===== src/rtl/nps_pkg.sv =====
`default_nettype none

package nps_pkg;

    localparam int PATTERN_DEPTH = 256;
    localparam int SAMPLE_RATE   = 44100;
    localparam int REF_RATE      = 44100;
    localparam int ADDR_W        = $clog2(PATTERN_DEPTH);
    localparam int COUNT_W       = ADDR_W + 1;

    localparam logic [1:0] FUNC_TICK   = 2'd0;
    localparam logic [1:0] FUNC_WRITE  = 2'd1;
    localparam logic [1:0] FUNC_REWIND = 2'd2;

    localparam logic [5:0] REST_ID        = 6'd63;
    localparam logic [5:0] NOTE_AMPLITUDE = 6'd48;

    typedef enum logic {
        ST_IDLE,
        ST_EVAL
    } seq_state_t;

    typedef struct packed {
        logic              rd_en;
        logic [ADDR_W-1:0] rd_addr;
        logic              wr_en;
        logic [ADDR_W-1:0] wr_addr;
        logic [15:0]       wr_data;
    } pattern_req_t;

    typedef struct packed {
        logic       active;
        logic [5:0] amplitude;
        logic [8:0] period_total;
        logic       restart_phase;
        logic [7:0] position;
    } seq_result_t;

    typedef logic [6:0] mult_table_t [64];
    typedef logic [8:0] period_table_t [64];

    // Half-period multipliers per note id; the last slot is the rest id and is never used.
    localparam mult_table_t HALF_MULT = '{
        7'd95, 7'd89, 7'd84, 7'd80, 7'd75, 7'd71, 7'd67, 7'd63,
        7'd60, 7'd56, 7'd53, 7'd50, 7'd47, 7'd45, 7'd42, 7'd40,
        7'd38, 7'd35, 7'd33, 7'd32, 7'd30, 7'd28, 7'd27, 7'd25,
        7'd24, 7'd22, 7'd21, 7'd20, 7'd19, 7'd18, 7'd17, 7'd16,
        7'd15, 7'd14, 7'd13, 7'd13, 7'd12, 7'd11, 7'd11, 7'd10,
        7'd9,  7'd9,  7'd8,  7'd8,  7'd7,  7'd7,  7'd7,  7'd6,
        7'd6,  7'd6,  7'd5,  7'd5,  7'd5,  7'd4,  7'd4,  7'd4,
        7'd4,  7'd4,  7'd3,  7'd3,  7'd3,  7'd3,  7'd3,  7'd0
    };

    function automatic period_table_t build_period_table();
        period_table_t tbl;
        int            half;
        for (int i = 0; i < 64; i++) begin
            half   = ((int'(HALF_MULT[i]) * SAMPLE_RATE) / REF_RATE) & 255;
            tbl[i] = 9'(half * 2);
        end
        return tbl;
    endfunction

    localparam period_table_t PERIOD_TABLE = build_period_table();

    function automatic logic [ADDR_W-1:0] to_addr(input logic [7:0] a);
        logic [ADDR_W+7:0] t;
        t = {{ADDR_W{1'b0}}, a};
        return t[ADDR_W-1:0];
    endfunction

    function automatic logic [7:0] to_position(input logic [ADDR_W-1:0] c);
        logic [ADDR_W+7:0] t;
        t = {8'd0, c};
        return t[7:0];
    endfunction

endpackage

`default_nettype wire


===== src/rtl/nps_pattern_ram.sv =====
`default_nettype none

module nps_pattern_ram
    import nps_pkg::*;
(
    input  wire logic         aclk,
    input  wire pattern_req_t req,
    output logic [15:0]       rd_data
);

    logic [15:0] mem [PATTERN_DEPTH];
    logic [15:0] rd_data_reg;

    always_ff @(posedge aclk) begin
        if (req.wr_en) begin
            mem[req.wr_addr] <= req.wr_data;
        end
        if (req.rd_en) begin
            rd_data_reg <= mem[req.rd_addr];
        end
    end

    assign rd_data = rd_data_reg;

endmodule

`default_nettype wire


===== config.mk =====
export PLATFORM = sky130hd
export DESIGN_NAME = nps_pattern_ram
export DESIGN_NICKNAME = d
export VERILOG_FILES = /design/src/rtl/nps_pkg.sv /design/src/rtl/nps_pattern_ram.sv
export SDC_FILE = /design/constraint.sdc
export NUM_CORES = 2
export LEC_CHECK = 0
export BUFFER_PORTS_ARGS = -buffer_cell sky130_fd_sc_hd__buf_2
export CAP_MARGIN = 0
export CORE_MARGIN = 5
export CORE_UTILIZATION = 35
export CTS_CLUSTER_SIZE = 10
export DETAILED_ROUTE_END_ITERATION = 10
export SLEW_MARGIN = 20
export SYNTH_ARGS = -nofsm -noshare
export SYNTH_HDL_FRONTEND = slang
export SYNTH_SLANG_ARGS = --single-unit

===== constraint.sdc =====
create_clock -name aclk -period 3.9 [get_ports aclk]
set_input_delay 0.195 -clock aclk [delete_from_list [all_inputs] [get_ports aclk]]
set_output_delay 0.195 -clock aclk [all_outputs]
set_load 0.02 [all_outputs]

==> summary.md <==
| Metric | Value |
|---|---|
| Setup crit end kind | `register` |
| CP arrival | `3.64 ns` |
| Layout cells sized above 1 | `25.95%` |
| Final wirelength | `429200 um` |
| Rows | `247` |
| Multi-input logic area | `0.03297 mm2` |
| Die span in x | `683.7 um` |
| Largest net degree at the start of global routing | `134` |
| CP Class | `register to register` |
| Final setup viols | `0` |
| Die Area | `0.4675 mm2` |
| Initial antenna violation count | `32` |
| # DRC | `0` |
| Clk_lat worst skew | `0.93 ns` |
| Largest register FFs | `4096` |
| Hold Path Cell Cnt | `4` |
| CTS Sinks | `4112` |
| Die Span Y | `683.7 um` |
| Worst-Margin Slew | `1.223 ns` |
| Min-delay src | `req[16]` |
| Hold EP | `mem[179][8]` |
| Area Overhead vs Synth | `14.52%` |
| Antenna viol nets, final | `0` |
| Worst-case clock buffer depth | `4` |
| Yosys warning count | `0` |
| Flops & latches, synth | `4112` |
| TritonRoute pass-1 iters | `7` |
| Fin Hold WS | `0.1125 ns` |
| Post-Synthesis Cells | `7360` |
| Avg Inst Size Synth | `21.59 um2` |
| Synth Net Count | `7395` |
| Flop-to-flop setup slack | `0.91 ns` |
| IO Pins | `51` |
| F_max | `0.3346 GHz` |
| Gr usage total | `17.85%` |
| VDD IR-drop max | `0.3839 mV` |
| Synth Flop Type | `edfxtp_1` |
| Worst r2r path cells | `8` |
| Max Slew Vio Count | `0` |
| Placed Cells | `13.52k` |
| Outcome | `complete, no violations` |
| Max Fanout on Critical Path | `1` |
| # port buffers | `50` |
| CTS buffer count | `456` |
| Worst setup SP type | `register` |
| Reg2Reg Launch Point | `mem[130][13]` |
| PD cells | `495.4 mW/mm2` |
| Max_slew headroom | `18.46%` |
| Fin Setup TNS | `0 ns` |
| Max-Cap Viols | `0` |
| Vias per cell | `5.641` |
| Initial Util | `35.11%` |
| Initial DRC Count | `9931` |
| First-pass GRT wire length | `608100 um` |
| WP data required | `4.55 ns` |
| Core Region | `0.4524 mm2` |
| Clk slew on worst S/H paths | `0.06 ns` |
| Vias in the first global route | `79.22k` |
| Overflow after GRT | `0` |
| Pleak | `57.14 nW` |
| CTS tree | `done` |
| Reg-to-reg endpoint | `rd_data[13]` |
| Min Tclk post-route | `2.989 ns` |
| Reg area | `0.1235 mm2` |
| Hold Crit Class | `input port to register` |
| Final Cycle Share | `76.63%` |
| DP Wirelength | `264800 um` |
| Final #Nets | `8063` |
| Post-synth EDFFs | `4112` |
| Drt wl/cell | `30.52 um` |
| RSZ-0062 raised after global routing | `false` |
| Routability congestion estimate | `0.8612` |
| Vias | `79.35k` |
| Share of async-settable or async-resettable flops after synthesis | `0%` |
| Fin Clk Skew | `0.04675 ns` |
| Root Driver | `clkbuf_16` |
| Fin. Hold Viols | `0` |
| Filler instances | `39.49k` |
| Post-route insts no fill | `14.07k` |
| Final worst slack | `0.9115 ns` |
| H-tree depth | `5` |
| Place WS | `0.1958 ns` |
| Mapped Area | `0.1589 mm2` |
| Yosys cell types | `51` |
| Register area share after synthesis | `77.72%` |
## cells in the mapped netlist, types with 3 or more instances
cell type | number | area [um2]
a2111oi_0 | 6 | 52.55
a211oi_1 | 18 | 135.1
a21oi_1 | 175 | 875.8
a221oi_1 | 28 | 245.2
a22o_1 | 32 | 280.3
a22oi_1 | 43 | 322.8
a31oi_1 | 6 | 37.54
and3_1 | 11 | 68.82
buf_1 | 27 | 101.4
buf_12 | 5 | 100.1
buf_2 | 76 | 380.4
buf_4 | 26 | 195.2
buf_6 | 77 | 867.1
buf_8 | 11 | 165.2
clkbuf_1 | 230 | 863.3
edfxtp_1 | 4112 | 123500
inv_1 | 3 | 11.26
mux2_2 | 88 | 991.0
mux2i_1 | 565 | 5655
mux4_2 | 797 | 17950
nand2_1 | 38 | 142.6
nand2b_1 | 3 | 18.77
nand3_1 | 35 | 175.2
nand4_1 | 26 | 162.7
nand4b_1 | 3 | 26.28
nor2_1 | 304 | 1141
nor2b_1 | 9 | 56.30
nor3_1 | 92 | 460.4
nor4_1 | 17 | 106.4
o21ai_0 | 37 | 185.2
o221ai_1 | 252 | 2207
o22ai_1 | 148 | 925.9
o31ai_1 | 16 | 120.1
o32ai_1 | 20 | 175.2
or2_2 | 4 | 25.02
## per-layer routing
metal  wire [um]  track usage, %  vias to the layer above
met5          55               0                        -
met4       17640           6.818                        8
met3       35290           3.192                      667
met2      205500           28.74                     3818
met1      170700           24.24                    42470
li1            -               -                    32380
## cells in the final DEF, fill, tap and decap left out, types with 5 or more instances in the layout
| cell | count |
|---|---|
| nor3_1 | 89 |
| diode_2 | 21 |
| mux4_2 | 797 |
| a31oi_1 | 6 |
| inv_6 | 5 |
| dlygate4sd3_1 | 21 |
| a22o_1 | 32 |
| buf_2 | 29 |
| clkinv_16 | 5 |
| nand2_1 | 37 |
| o221ai_1 | 252 |
| a21oi_1 | 175 |
| mux2i_1 | 565 |
| buf_8 | 17 |
| mux2_2 | 88 |
| a22oi_1 | 43 |
| a221oi_1 | 28 |
| o22ai_1 | 148 |
| nor2_1 | 247 |
| clkbuf_1 | 15 |
| a2111oi_0 | 6 |
| edfxtp_1 | 4112 |
| nand4_1 | 26 |
| buf_12 | 70 |
| buf_4 | 521 |
| and3_1 | 11 |
| nor4_1 | 17 |
| nand3_1 | 26 |
| o21ai_0 | 36 |
| nand3_2 | 9 |
| nor2b_1 | 9 |
| nor2_2 | 57 |
| o31ai_1 | 15 |
| clkbuf_16 | 461 |
| a211oi_1 | 18 |
| o32ai_1 | 18 |
## power by group
| group | switching, mW | internal [mW] |
|---|---|---|
| Sequential | 0.0857 | 48.8 |
| Combinational | 3.08 | 1.65 |
| Clock | 15.7 | 20.8 |
## critical path: stages, from the launching register on
cell and delay [ns]:
edfxtp_1 0.36, mux4_2 0.47, mux2_2 0.32, a221oi_1 0.68
o31ai_1 0.26, buf_4 0.24, o32ai_1 0.11, buf_4 0.22
nor4_1 0.07
## through the flow
| step | area, um2 | power [mW] | utilization (%) |
|---|---|---|---|
| detailed placement | 169700 | 54.49 | 37.50 |
| CTS | 181800 | 90.81 | 40.19 |
| global route | 181900 | 92.82 | 40.21 |
| floorplan | 158900 | 52.14 | - |
| global placement | 169700 | 54.41 | 37.50 |
| finish | 182000 | 90.14 | 40.21 |
## layout make-up
class                      instances  share of cell area (%)
timing repair buffer             662                   3.299
clock buffer                     476                   6.371
inverter                           4                 0.01513
tap                             5976                   4.109
clock inverter                    23                  0.1939
antenna                           21                 0.02888
multi-input combinational       2792                   18.12
sequential                      4112                   67.86
## worst max path at each step
stage	startpoint	to
5_1_grt	mem[130][13]	rd_data[13]
2_1_floorplan	req[25]	rd_data[4]
4_1_cts	mem[130][13]	rd_data[13]
6_report	mem[130][13]	rd_data[13]
3_5_place_dp	req[25]	rd_data[0]
3_3_place_gp	req[25]	rd_data[9]
## cell families after synthesis
group	Yosys count	synth area share, %
DFF	4112	77.72
muxes	1450	15.48
AOI/OAI and AO/OA	786	3.534
and+or+nand+nor	556	1.573
buffers and inverters	456	1.692
## repair_timing
item / CTS / global route
hold endpoints to repair: 1082 / 0
hold buffers: 21 / 0
gates resized for setup: 0 / 0
setup buffers: 0 / 0
(Power assumes the default switching activity.)
